### config.mk
export PLATFORM = sky130hd
export DESIGN_NAME = cfpa_back
export DESIGN_NICKNAME = d
export VERILOG_FILES = /design/src/rtl/cfpa_pkg.sv /design/src/rtl/cfpa_back.sv
export SDC_FILE = /design/constraint.sdc
export NUM_CORES = 1
export LEC_CHECK = 0
export BUFFER_PORTS_ARGS = -buffer_cell sky130_fd_sc_hd__buf_4
export CAP_MARGIN = 10
export CORE_AREA = 2 2 136 138
export CTS_BUF_LIST = sky130_fd_sc_hd__clkbuf_4 sky130_fd_sc_hd__clkbuf_8
export DETAILED_ROUTE_END_ITERATION = 16
export DIE_AREA = 0 0 138 140
export PLACE_DENSITY = 0.59
export SLEW_MARGIN = 20
export SYNTH_ARGS = -nofsm -noshare
export SYNTH_HDL_FRONTEND = slang
export SYNTH_SLANG_ARGS = --single-unit
### constraint.sdc
create_clock -name clk -period 2.4 [get_ports clk]
set_input_delay 0.48 -clock clk [delete_from_list [all_inputs] [get_ports clk]]
set_output_delay 0.48 -clock clk [all_outputs]
set_load 0.005 [all_outputs]
### src/rtl/cfpa_pkg.sv
// Types, constants and stage records of the complex fixed-point ALU.
package cfpa_pkg;

  localparam int W     = 32;             // value width
  localparam int F     = 16;             // fraction bits
  localparam int PW    = 2 * W;          // product width
  localparam int NW    = PW + F;         // shifted dividend width
  localparam int SW    = W + 2;          // first root remainder width
  localparam int R2Q   = (W + F + 2) / 2; // second root width
  localparam int R2W   = 2 * R2Q;        // second root radicand width
  localparam int R2R   = R2Q + 2;        // second root remainder width
  localparam int IN_W  = 136;            // input word width
  localparam int OUT_W = 72;             // output word width

  localparam logic [W-1:0] SMAX = {1'b0, {(W-1){1'b1}}};
  localparam logic [W-1:0] SMIN = {1'b1, {(W-1){1'b0}}};

  typedef enum logic [2:0] {
    OP_ADD  = 3'd0,
    OP_SUB  = 3'd1,
    OP_MUL  = 3'd2,
    OP_DIV  = 3'd3,
    OP_SQRT = 3'd4
  } op_t;

  typedef enum logic [1:0] {
    ST_OK      = 2'd0,
    ST_DIVZERO = 2'd1,
    ST_OVF     = 2'd2
  } status_t;

  // Record carried through the divide and first square root steps.
  typedef struct packed {
    op_t             op;
    logic [W-1:0]    pre_re;
    logic [W-1:0]    pre_im;
    logic            pre_ovf;
    logic [W-1:0]    a;
    logic            b_neg;
    logic            den_zero;
    logic [PW-1:0]   den;
    logic            big_re;
    logic            big_im;
    logic            neg_re;
    logic            neg_im;
    logic [PW-1:0]   drem_re;
    logic [PW-1:0]   drem_im;
    logic [W-1:0]    dlo_re;
    logic [W-1:0]    dlo_im;
    logic [W-1:0]    dq_re;
    logic [W-1:0]    dq_im;
    logic [PW-1:0]   rad;
    logic [SW-1:0]   srem;
    logic [W-1:0]    sroot;
  } iter_t;

  // Record carried through the second pair of square roots.
  typedef struct packed {
    op_t             op;
    logic [W-1:0]    res_re;
    logic [W-1:0]    res_im;
    status_t         st;
    logic            b_neg;
    logic [R2W-1:0]  rad_p;
    logic [R2W-1:0]  rad_n;
    logic [R2R-1:0]  rem_p;
    logic [R2R-1:0]  rem_n;
    logic [R2Q-1:0]  root_p;
    logic [R2Q-1:0]  root_n;
  } root_t;

endpackage

### src/rtl/cfpa_back.sv
// Output stage: final result selection into the output register.
module cfpa_back import cfpa_pkg::*; (
  input  logic             clk,
  input  logic             rst,
  input  logic             en,
  input  logic             in_valid,
  input  root_t            in,
  output logic             out_valid,
  output logic [OUT_W-1:0] out_word
);

  logic [OUT_W-1:0] word_next;

  always_comb begin
    logic [W-1:0] re, im, rn;
    status_t      st;
    rn = W'(in.root_n);
    if (in.op == OP_SQRT) begin
      re = W'(in.root_p);
      im = in.b_neg ? W'(-rn) : rn;
      st = ST_OK;
    end else begin
      re = in.res_re;
      im = in.res_im;
      st = in.st;
    end
    word_next = OUT_W'({st, im, re});
  end

  always_ff @(posedge clk) begin
    if (rst) begin
      out_valid <= 1'b0;
    end else if (en) begin
      out_valid <= in_valid;
    end
  end

  always_ff @(posedge clk) begin
    if (en) begin
      out_word <= word_next;
    end
  end

endmodule

# Word level (Yosys, flattened, before mapping)
# Index checks and enable logic that the tools add are counted.
[classes]
n_addsub = 1
mux = 3
n_eq_ne = 1
[op_table]
columns = ["operator", "n"]
rows = [
  ["$mux W32", 2],
  ["$neg A25 Y32", 1],
  ["$mux W25", 1],
  ["$eq A3 B3 Y1 const B", 1],
]
[totals]
reg_bits = 67
output_inout_bits = 73
wordCells = 8
in_bits = 278

# Longest topological paths before layout
# Gate-level depths: netlist (run 1).
[depth]
ltp_word = 3
depth_mapped = 7
ltp_nobuf = 7

# Worst setup path after synthesis (run 1)
# Ideal clock, no wire load.
[synth_timing]
path_type = "input to register"
start = "input port in[14] in the netlist's numbering"
end = "register out_word[63] (data pin)"
arrival_time_ps = 2101
setup_time_ps = 254
stages = 6
setup_slack_ps = 45
required_time_ps = 2146
path_cell_list = "or4_4 nand4bb_1 buf_2 or2_1 o311a_4 a21o_1"
[synth_between]
elab_chain_len = 3
[synth_rtl]
columns = ["element", "line", "source"]
rows = [
  ["from (decl)", "cfpa_back.sv:7", "input root_t in,"],
  ["$neg A25 Y32", "cfpa_back.sv:20", "im = in.b_neg ? W'(-rn) : rn;"],
  ["$mux W32", "cfpa_back.sv:20", ""],
  ["$mux W32", "cfpa_back.sv:18", "if (in.op == OP_SQRT) begin"],
  ["named net word_next[63]", "cfpa_back.sv:12", "logic [OUT_W-1:0] word_next;"],
  ["to (signal assigned)", "cfpa_back.sv:40", "out_word <= word_next;"],
  ["to (decl)", "cfpa_back.sv:9", "output logic [OUT_W-1:0] out_word"],
]
# The timed path passes the listed nets, and every way through them passes these cells.
# A chain may end at the register's enable or synchronous reset.

# Worst setup path after layout (run 1)
[layout_timing]
start = "input port in[14] in the netlist's numbering"
end = "register out_word[55] (data pin)"
# Same word-level chain as after synthesis.

==> results of run 1 <==
[routing by layer]
metal  vias up  track usage, %  wire length [um]
met5         -               0                 0
met4         0           3.867               124
met3         8           10.39              2274
met2       164           17.98              5109
met1      1357           14.90              4935
li1       1481               -                 -
[where the power goes]
group	internal, mW	leakage, nW	switching [mW]
combinational	0.333	1.69	0.255
clock	0.515	0.103	0.475
sequential	1.41	0.653	0.0319
total	2.26	2.45	0.762
[area by class of cell]
class / count / area [sq um]
clock inverter: 5 / 52.55
multi-input combinational: 219 / 1189
inverter: 3 / 11.26
clock buffer: 11 / 145.1
sequential: 67 / 2002
fill: 1888 / 12430
tap: 229 / 286.5
timing repair buffer: 218 / 1662
[critical path, stage by stage]
cell and delay, ns:
buf_4 0.11, or4_4 0.52, nand4bb_1 0.29, buf_4 0.20, o41ai_1 0.42, xor2_1 0.18, o21ai_1 0.10
[sequential cells by signal, indices dropped and copies added, names as in the netlist]
register,cells
out_valid,1
out_word,66
[logic make-up after synthesis]
| family | share of synthesized area [%] |
|---|---|
| and+or+nand+nor | 17.78 |
| DFF | 60.91 |
| AOI/OAI and AO/OA | 10.51 |
| buffers and inverters | 3.578 |
| xor gates and xnor gates | 6.129 |
| muxes | 0.6091 |
| adders and majority gates | 0.3806 |
| other | 0.1141 |
[cell usage in the layout, fill, tap and decap left out, types with 6 or more instances in the layout]
| cell | Yosys | layout |
|---|---|---|
| buf_4 | 6 | 216 |
| nand2_1 | 107 | 106 |
| edfxtp_1 | 66 | 66 |
| o21ai_0 | 24 | 24 |
| xor2_1 | 22 | 22 |
| and2_1 | 10 | 10 |
| clkbuf_8 | 0 | 10 |
| o31ai_1 | 9 | 9 |
| a21o_1 | 7 | 7 |
| o21ai_1 | 6 | 6 |
| conb_1 | 1 | 6 |
[how the worst max path moves through the flow]
stage,start,end
3_5_place_dp,in[14],out_word[55]$_DFFE_PP_
5_1_grt,in[14],out_word[55]$_DFFE_PP_
2_1_floorplan,in[14],out_word[63]$_DFFE_PP_
3_3_place_gp,in[14],out_word[55]$_DFFE_PP_
4_1_cts,in[14],out_word[55]$_DFFE_PP_
6_report,in[14],out_word[55]$_DFFE_PP_
[through the flow]
| stage | utilization, % | area [sq um] | hold slack [ns] | total power, mW |
|---|---|---|---|---|
| detailed placement | 28.97 | 5150 | 0.5007 | 2.067 |
| finish | 30.08 | 5348 | 0.2690 | 3.017 |
| global placement | 28.97 | 5150 | 0.4792 | 2.062 |
| floorplan | - | 3306 | 0.4850 | 1.618 |
| global route | 30.08 | 5348 | 0.2362 | 3.183 |
| CTS | 30.08 | 5348 | 0.2360 | 3.083 |
==> impl_metrics.py, run 1 <==
metrics = {
    "synth": {
        "yosys-top-cells-count": "nand2_1, edfxtp_1, o21ai_0",
        "synthCells": 306,
        "yosys.area.top_type": "edfxtp_1",
        "ys_warn_count": 0,
        "synth_top_area_share_pct": 60.30,
        "synth_seq_area_share_pct": 60.91,
        "synth_seq_cells": 67,
        "postSynthAreaPerCell_sq_um": 10.74,
        "yosysMostFrequentCell": "nand2_1",
        "synth_cell_types": 33,
        "ys_async_sr_fraction_pct": 0,
        "synthFlopType": "edfxtp_1",
        "synthesis.area_sq_um": 3287,
        "netlist_top_cells_area": "edfxtp_1, nand2_1, xor2_1, o21ai_0, o31ai_1",
        "synth_enable_flop_cells": 66,
    },
    "setup_path": {
        "r2r_end": "out_valid$_SDFFE_PP0P_",
        "ff2ff_setup_slack_ns": 1.81,
        "critPathKind": "in2reg",
        "arrival_ns": 2.31,
        "critPathLaunchType": "primary input",
        "r2r-start": "out_valid$_SDFFE_PP0P_",
        "endpoint_kind": "flop",
        "crit_required_ns": 2.48,
        "critPathMaxFanout": 3,
        "rr_worst_depth": 2,
    },
    "global_routing": {
        "grt_overflow": 0,
        "gr-usage-all-layers_pct": 12.87,
        "grt_pass1_wl_um": 18150,
        "grt_max_degree": 69,
        "first_global_vias": 3020,
        "antenna_found_initial": 0,
    },
    "drt": {
        "viasPerCell": 4.003,
        "drt-initial-drc-count": 76,
        "ant_nets": 0,
        "firstDrtPassIters": 4,
        "via_count": 3010,
        "drc_errors": 0,
        "post_drt_wl_per_cell_um": 16.55,
        "finalWirelength_um": 12440,
    },
    "sta": {
        "rsz0062_at_grt": "no",
        "skew_ns": 0,
        "fin_tns_setup_ns": 0,
        "finalCritPeriodShare_pct": 93.01,
        "final-max-slew-violation-count": 0,
        "min_period_ns": 2.232,
        "fmax_ghz": 0.4480,
        "setup_viol": 0,
        "fin_ws_ns": 0.1678,
        "hold_violations": 0,
    },
    "final_layout": {
        "fin_cells": 752,
        "diodes": 0,
        "area_growth_pct": 62.70,
        "drive_gt1_share_pct": 45.51,
        "final_nets": 797,
    },
    "floorplanning": {
        "die_y_um": 140,
        "io_pins": 351,
        "core_sq_um": 17780,
        "dieArea_sq_um": 19320,
        "die_w_um": 138,
        "initial_utilization_pct": 18.49,
        "num_rows": 49,
    },
    "placement": {
        "gp_congestion": 0.7920,
        "portBuffers": 190,
        "dp_slack_ns": -0.2210,
        "place_hpwl_um": 9735,
        "dp_cells": 736,
    },
    "cts": {
        "htree_levels": 3,
        "clock-sinks": 67,
        "post_cts_buffers": 0,
        "cts_resized": 0,
        "clockBufferDepth": 2,
        "cts_made_buffers": 9,
        "clk_latency_ns": 0.35,
        "holdBufCountCts": 0,
        "root_buffer": "clkbuf_8",
        "path_clk_slew_ns": 0.08,
        "cts_tree": "yes",
    },
    "power_and_ir_drop": {
        "leakage_nw": 2.447,
        "irDropWorstVdd_v": 0.0002863,
        "power.density_nw_per_um2": 564.3,
    },
    "min_path": {
        "worstHoldEndpoint": "out_valid$_SDFFE_PP0P_",
        "min_from": "rst",
        "min_path_type": "in2reg",
        "hold_depth": 2,
    },
    "job": {
        "drv_cap": 0,
    },
    "outcome": {
        "run_status": "complete, no violations",
    },
}
Note: power is estimated with default switching activity, not from simulation.
==> inputs of run 2 (changes only) <==
==> constraint.sdc (replaced) <==
create_clock -name clk -period 2.4 [get_ports clk]
set_input_delay 0.12 -clock clk [delete_from_list [all_inputs] [get_ports clk]]
set_output_delay 0.12 -clock clk [all_outputs]
set_load 0.005 [all_outputs]
==> run 2 against run 1 <==
  * Global-route usage is 0.10 points higher
  * Sequential share of layout area is 0.17 points lower
  * Setup slack better by 0.39 ns
  * Via count is 0.20% lower
  * Clock skew stayed put
  * Hold slack worse by 0.24 ns
  * Combinational power is 0.7% higher
==> impl_metrics.py, run 2 (synthesis gave the netlist of run 1 again) <==
metrics = {
    "outcome": {
        "run_status": "complete, no violations",
    },
    "sta": {
        "rsz0062_at_grt": "no",
        "hold_violations": 0,
        "finalCritPeriodShare_pct": 76.96,
        "final-max-slew-violation-count": 0,
        "fmax_ghz": 0.5414,
        "fin_tns_setup_ns": 0,
        "skew_ns": 0,
        "fin_ws_ns": 0.5530,
        "worstMarginPinSlew_ns": 0.6594,
        "setup_viol": 0,
        "min_period_ns": 1.847,
        "max_slew_margin_pct": 56.04,
    },
    "floorplanning": {
        "initial_utilization_pct": 18.49,
        "dieArea_sq_um": 19320,
        "die_w_um": 138,
        "die_y_um": 140,
        "core_sq_um": 17780,
        "io_pins": 351,
        "num_rows": 49,
    },
    "placement": {
        "place_hpwl_um": 9535,
        "gp_congestion": 0.7615,
        "portBuffers": 190,
        "dp_slack_ns": 0.1693,
    },
    "setup_path": {
        "critical_path.max_stage_delay_ns": 0.57,
        "endpoint_kind": "flop",
        "crit_required_ns": 2.51,
        "critPathMaxFanout": 4,
        "critPathLaunchType": "primary input",
        "cp_slowest_cell": "or4_1",
        "critPathKind": "in2reg",
        "ff2ff_setup_slack_ns": 1.25,
        "r2r_end": "out_valid$_SDFFE_PP0P_",
        "crit_buf_inv": 1,
        "arrival_ns": 1.95,
        "r2r-start": "out_valid$_SDFFE_PP0P_",
        "critPathTopFamily": "simple AND/OR/NAND/NOR gates",
        "crit_chain": "buf_4 -> or4_1 -> or3_1 -> or2_1 -> o311a_4 -> a21o_1",
        "rr_worst_depth": 3,
    },
    "final_layout": {
        "layout_commonest_cell": "buf_4",
        "diodes": 0,
        "area_growth_pct": 63.46,
        "largest-register": "out_word",
        "largestRegisters": "out_word x66, out_valid x1",
        "drive_gt1_share_pct": 42.44,
        "largest_reg_flops": 66,
        "final_nets": 790,
        "layout_common_cells": "buf_4, nand2_1, edfxtp_1, o21ai_0, xor2_1",
    },
    "drt": {
        "ant_nets": 0,
        "drt-initial-drc-count": 92,
        "firstDrtPassIters": 4,
        "drc_errors": 0,
        "finalWirelength_um": 12390,
        "via_count": 3004,
        "post_drt_wl_per_cell_um": 16.63,
        "viasPerCell": 4.032,
    },
    "cts": {
        "post_cts_buffers": 0,
        "htree_levels": 3,
        "path_clk_slew_ns": 0.08,
        "root_buffer": "clkbuf_8",
        "cts_resized": 0,
        "clk_latency_ns": 0.35,
        "clockBufferDepth": 2,
        "clock-sinks": 67,
        "cts_tree": "yes",
        "cts_made_buffers": 9,
        "holdBufCountCts": 11,
    },
    "global_routing": {
        "gr-usage-all-layers_pct": 12.97,
        "grt_pass1_wl_um": 18440,
        "grt_overflow": 0,
        "grt_max_degree": 57,
        "antenna_found_initial": 1,
        "first_global_vias": 3099,
    },
    "min_path": {
        "min_from": "in[39]",
        "worstHoldEndpoint": "out_word[14]$_DFFE_PP_",
        "hold_depth": 3,
        "min_path_type": "in2reg",
    },
    "power_and_ir_drop": {
        "leakage_nw": 2.424,
        "irDropWorstVdd_v": 0.0002217,
        "power.density_nw_per_um2": 599.0,
    },
    "job": {
        "drv_cap": 0,
    },
}
run 2: layout make-up:
class	instances	area, sq um
multi-input cells	219	1189
fillers	1888	12410
clock inverters	6	113.9
flip-flops and latches	67	2002
clock buffers	10	131.4
repair buffers	211	1639
inverters	3	11.26
well taps	229	286.5
run 2: power by group:
group / switching (mW) / internal, mW / total [mW] / leakage (nW)
clock network: 0.486 / 0.704 / 1.19 / 0.116
logic: 0.259 / 0.331 / 0.591 / 1.65
registers: 0.0299 / 1.41 / 1.44 / 0.653
total: 0.775 / 2.44 / 3.22 / 2.42
run 2: per-stage QoR:
step	util (%)	instances	total power, mW	hold WS (ns)	area [sq um]
after global placement	28.16	717	2.042	0.2794	5007
after CTS	30.16	744	3.280	0.0001227	5363
final	30.22	745	3.218	0.03039	5373
after global routing	30.22	745	3.393	0.003230	5373
after detailed placement	28.16	717	2.047	0.2806	5007
after floorplan	-	311	1.618	0.1924	3306
run 2: worst reg2reg max path: cells and delay by family, from the launching register on:
family,cells,cell delay [ns]
buffers and inverters,1,0.54
multiplexers,1,0.14
AND/OR/NAND/NOR,1,0.05
flip-flops,1,0.32
run 2: metal layers:
metal,vias up,share of wire (%),GRT usage [%]
met5,-,0.10,0
met4,2,1.0,3.545
li1,1463,-,-
met1,1356,41,14.73
met2,173,40,18.16
met3,10,19,11.11
run 2: worst max-delay path by stage:
stage	from	to	slack (ns)	cells past startpoint
after floorplan	in[14]	out_word[63]$_DFFE_PP_	0.40	6
after global placement	in[21]	out_word[59]$_DFFE_PP_	0.19	6
after detailed placement	in[21]	out_word[59]$_DFFE_PP_	0.17	6
after CTS	in[21]	out_word[57]$_DFFE_PP_	0.56	6
after global routing	in[21]	out_word[57]$_DFFE_PP_	0.50	6
final	in[21]	out_word[57]$_DFFE_PP_	0.55	6
==> inputs of run 3 (changes only) <==
==> constraint.sdc (replaced) <==
create_clock -name clk -period 1.5 [get_ports clk]
set_input_delay 0.075 -clock clk [delete_from_list [all_inputs] [get_ports clk]]
set_output_delay 0.075 -clock clk [all_outputs]
set_load 0.005 [all_outputs]
==> run 3 against run 2 <==
  * The run now ends with setup timing left
  * Combinational power up 95%
  * Clock skew unchanged
  * Hold slack worse by 0.016 ns
  * Design area increased by 18%
  * Critical endpoint is now out_word[63]$_DFFE_PP_
  * Highest routed layer is now met4
==> impl_metrics.py, run 3 (synthesis gave the netlist of run 1 again) <==
metrics = {
    "sta": {
        "hold_violations": 0,
        "finalCritPeriodShare_pct": 115.2,
        "skew_ns": 0,
        "fin_ws_ns": -0.2280,
        "fin_tns_setup_ns": -1.561,
        "final-max-slew-violation-count": 0,
        "holdWs_ns": 0.01488,
        "min_period_ns": 1.728,
        "rsz0062_at_grt": "yes",
        "fmax_ghz": 0.5787,
        "setup_viol": 10,
    },
    "placement": {
        "gp_congestion": 0.7660,
        "place_hpwl_um": 8788,
        "portBuffers": 190,
        "dp_slack_ns": -0.6277,
    },
    "setup_path": {
        "ff2ff_setup_slack_ns": 0.36,
        "critPathLaunchType": "primary input",
        "crit_required_ns": 1.61,
        "endpoint_kind": "flop",
        "rr_worst_depth": 3,
        "r2r-start": "out_valid$_SDFFE_PP0P_",
        "arrival_ns": 1.84,
        "critPathMaxFanout": 4,
        "critPathKind": "in2reg",
        "r2r_end": "out_valid$_SDFFE_PP0P_",
    },
    "power_and_ir_drop": {
        "irDropWorstVdd_v": 0.0004319,
        "leakage_nw": 2.876,
        "power.density_nw_per_um2": 782.4,
    },
    "floorplanning": {
        "io_pins": 351,
        "num_rows": 49,
        "die_y_um": 140,
        "initial_utilization_pct": 18.49,
        "dieArea_sq_um": 19320,
        "core_sq_um": 17780,
        "die_w_um": 138,
    },
    "drt": {
        "viasPerCell": 3.918,
        "wl_met3_um": 830,
        "ant_nets": 0,
        "firstDrtPassIters": 4,
        "post_drt_wl_per_cell_um": 14.38,
        "drt-initial-drc-count": 137,
        "wl_met2_um": 5743,
        "via_count": 3279,
        "highest_layer": "met4",
        "wl_met1_um": 5221,
        "finalWirelength_um": 12040,
        "drc_errors": 0,
    },
    "final_layout": {
        "largest-register": "out_word",
        "area_growth_pct": 92.73,
        "layout_common_cells": "buf_4, nand2_1, dlygate4sd3_1, edfxtp_1",
        "fin_util_pct": 35.63,
        "final_nets": 882,
        "diodes": 0,
        "largestRegisters": "out_word x66, out_valid x1",
        "drive_gt1_share_pct": 44.24,
        "layout_commonest_cell": "buf_4",
        "nFillCells": 1798,
        "largest_reg_flops": 66,
    },
    "global_routing": {
        "grt_pass1_wl_um": 18470,
        "first_global_vias": 3415,
        "antenna_found_initial": 0,
        "gr-usage-all-layers_pct": 12.30,
        "grt_max_degree": 68,
        "grt_overflow": 0,
    },
    "outcome": {
        "violations": "setup timing",
        "run_status": "finished with violations",
    },
    "cts": {
        "clk_latency_ns": 0.35,
        "cts_tree": "yes",
        "root_buffer": "clkbuf_8",
        "clock-sinks": 67,
        "clockBufferDepth": 2,
        "cts_made_buffers": 9,
        "htree_levels": 3,
        "path_clk_slew_ns": 0.08,
    },
    "min_path": {
        "min_from": "in[229]",
        "worstHoldEndpoint": "out_word[54]$_DFFE_PP_",
        "min_path_type": "in2reg",
        "hold_depth": 3,
    },
    "job": {
        "drv_cap": 0,
    },
}
## run 3: changes by cell type in the layout (fill, tap and decap cells not counted), sizes merged
cell,delta
clkbuf,-1
bufinv,-2
dlygate4sd3,+59
buf,+33
clkinv,+2
inv,+1
## run 3: worst max path at each step
stage / startpoint / endpoint / slack (ns) / depth (start not counted)
floorplan: in[21] / out_word[63]$_DFFE_PP_ / -0.43 / 5
global placement: in[14] / out_word[59]$_DFFE_PP_ / -0.61 / 6
detailed placement: in[14] / out_word[63]$_DFFE_PP_ / -0.63 / 6
CTS: in[21] / out_word[63]$_DFFE_PP_ / -0.20 / 6
global route: in[21] / out_word[61]$_DFFE_PP_ / -0.24 / 6
finish: in[21] / out_word[63]$_DFFE_PP_ / -0.23 / 6
## run 3: cell type report
cell class / count / area [sq um] / share of cell area (%)
timing repair buffer: 303 / 2504 / 39.52
sequential: 67 / 2002 / 31.60
multi-input combinational: 219 / 1340 / 21.15
tap: 229 / 286.5 / 4.523
clock buffer: 9 / 123.9 / 1.955
clock inverter: 7 / 67.56 / 1.067
inverter: 3 / 11.26 / 0.1778
## run 3: power by group
part	total (mW)	leakage, nW	internal [mW]	switching [mW]
Combinational	1.15	2.13	0.708	0.445
Sequential	2.30	0.653	2.25	0.0492
Clock	1.50	0.0931	0.762	0.739
Total	4.96	2.88	3.72	1.23
## run 3: metrics by stage
| stage | area, sq um | instances | total power [mW] |
|---|---|---|---|
| after floorplan | 3319 | 311 | 2.591 |
| after global placement | 5256 | 748 | 3.298 |
| after detailed placement | 5256 | 748 | 3.302 |
| after CTS | 6261 | 835 | 5.034 |
| after global routing | 6335 | 837 | 5.229 |
| final | 6335 | 837 | 4.956 |
## run 3: critical path, stage by stage
cell and delay [ns]:
buf_6 0.09, or4_4 0.54, or3_4 0.35, or2_4 0.26, o311a_4 0.37, a21o_1 0.15
## run 3: per-layer routing
layer | GRT usage, % | vias to the layer above
li1 | - | 1649
met1 | 15.10 | 1488
met2 | 20.64 | 126
met3 | 3.248 | 16
met4 | 4.941 | 0
met5 | 0 | -
## run 3: timing repair
action / CTS / global route
pin swaps: 8 / 10
endpoints found under the hold margin: 49 / 0
buffers inserted: 0 / 2
cloned: 0 / 0
hold buffers: 71 / 0
resized for setup: 15 / 14
setup endpoints to repair: 15 / 30
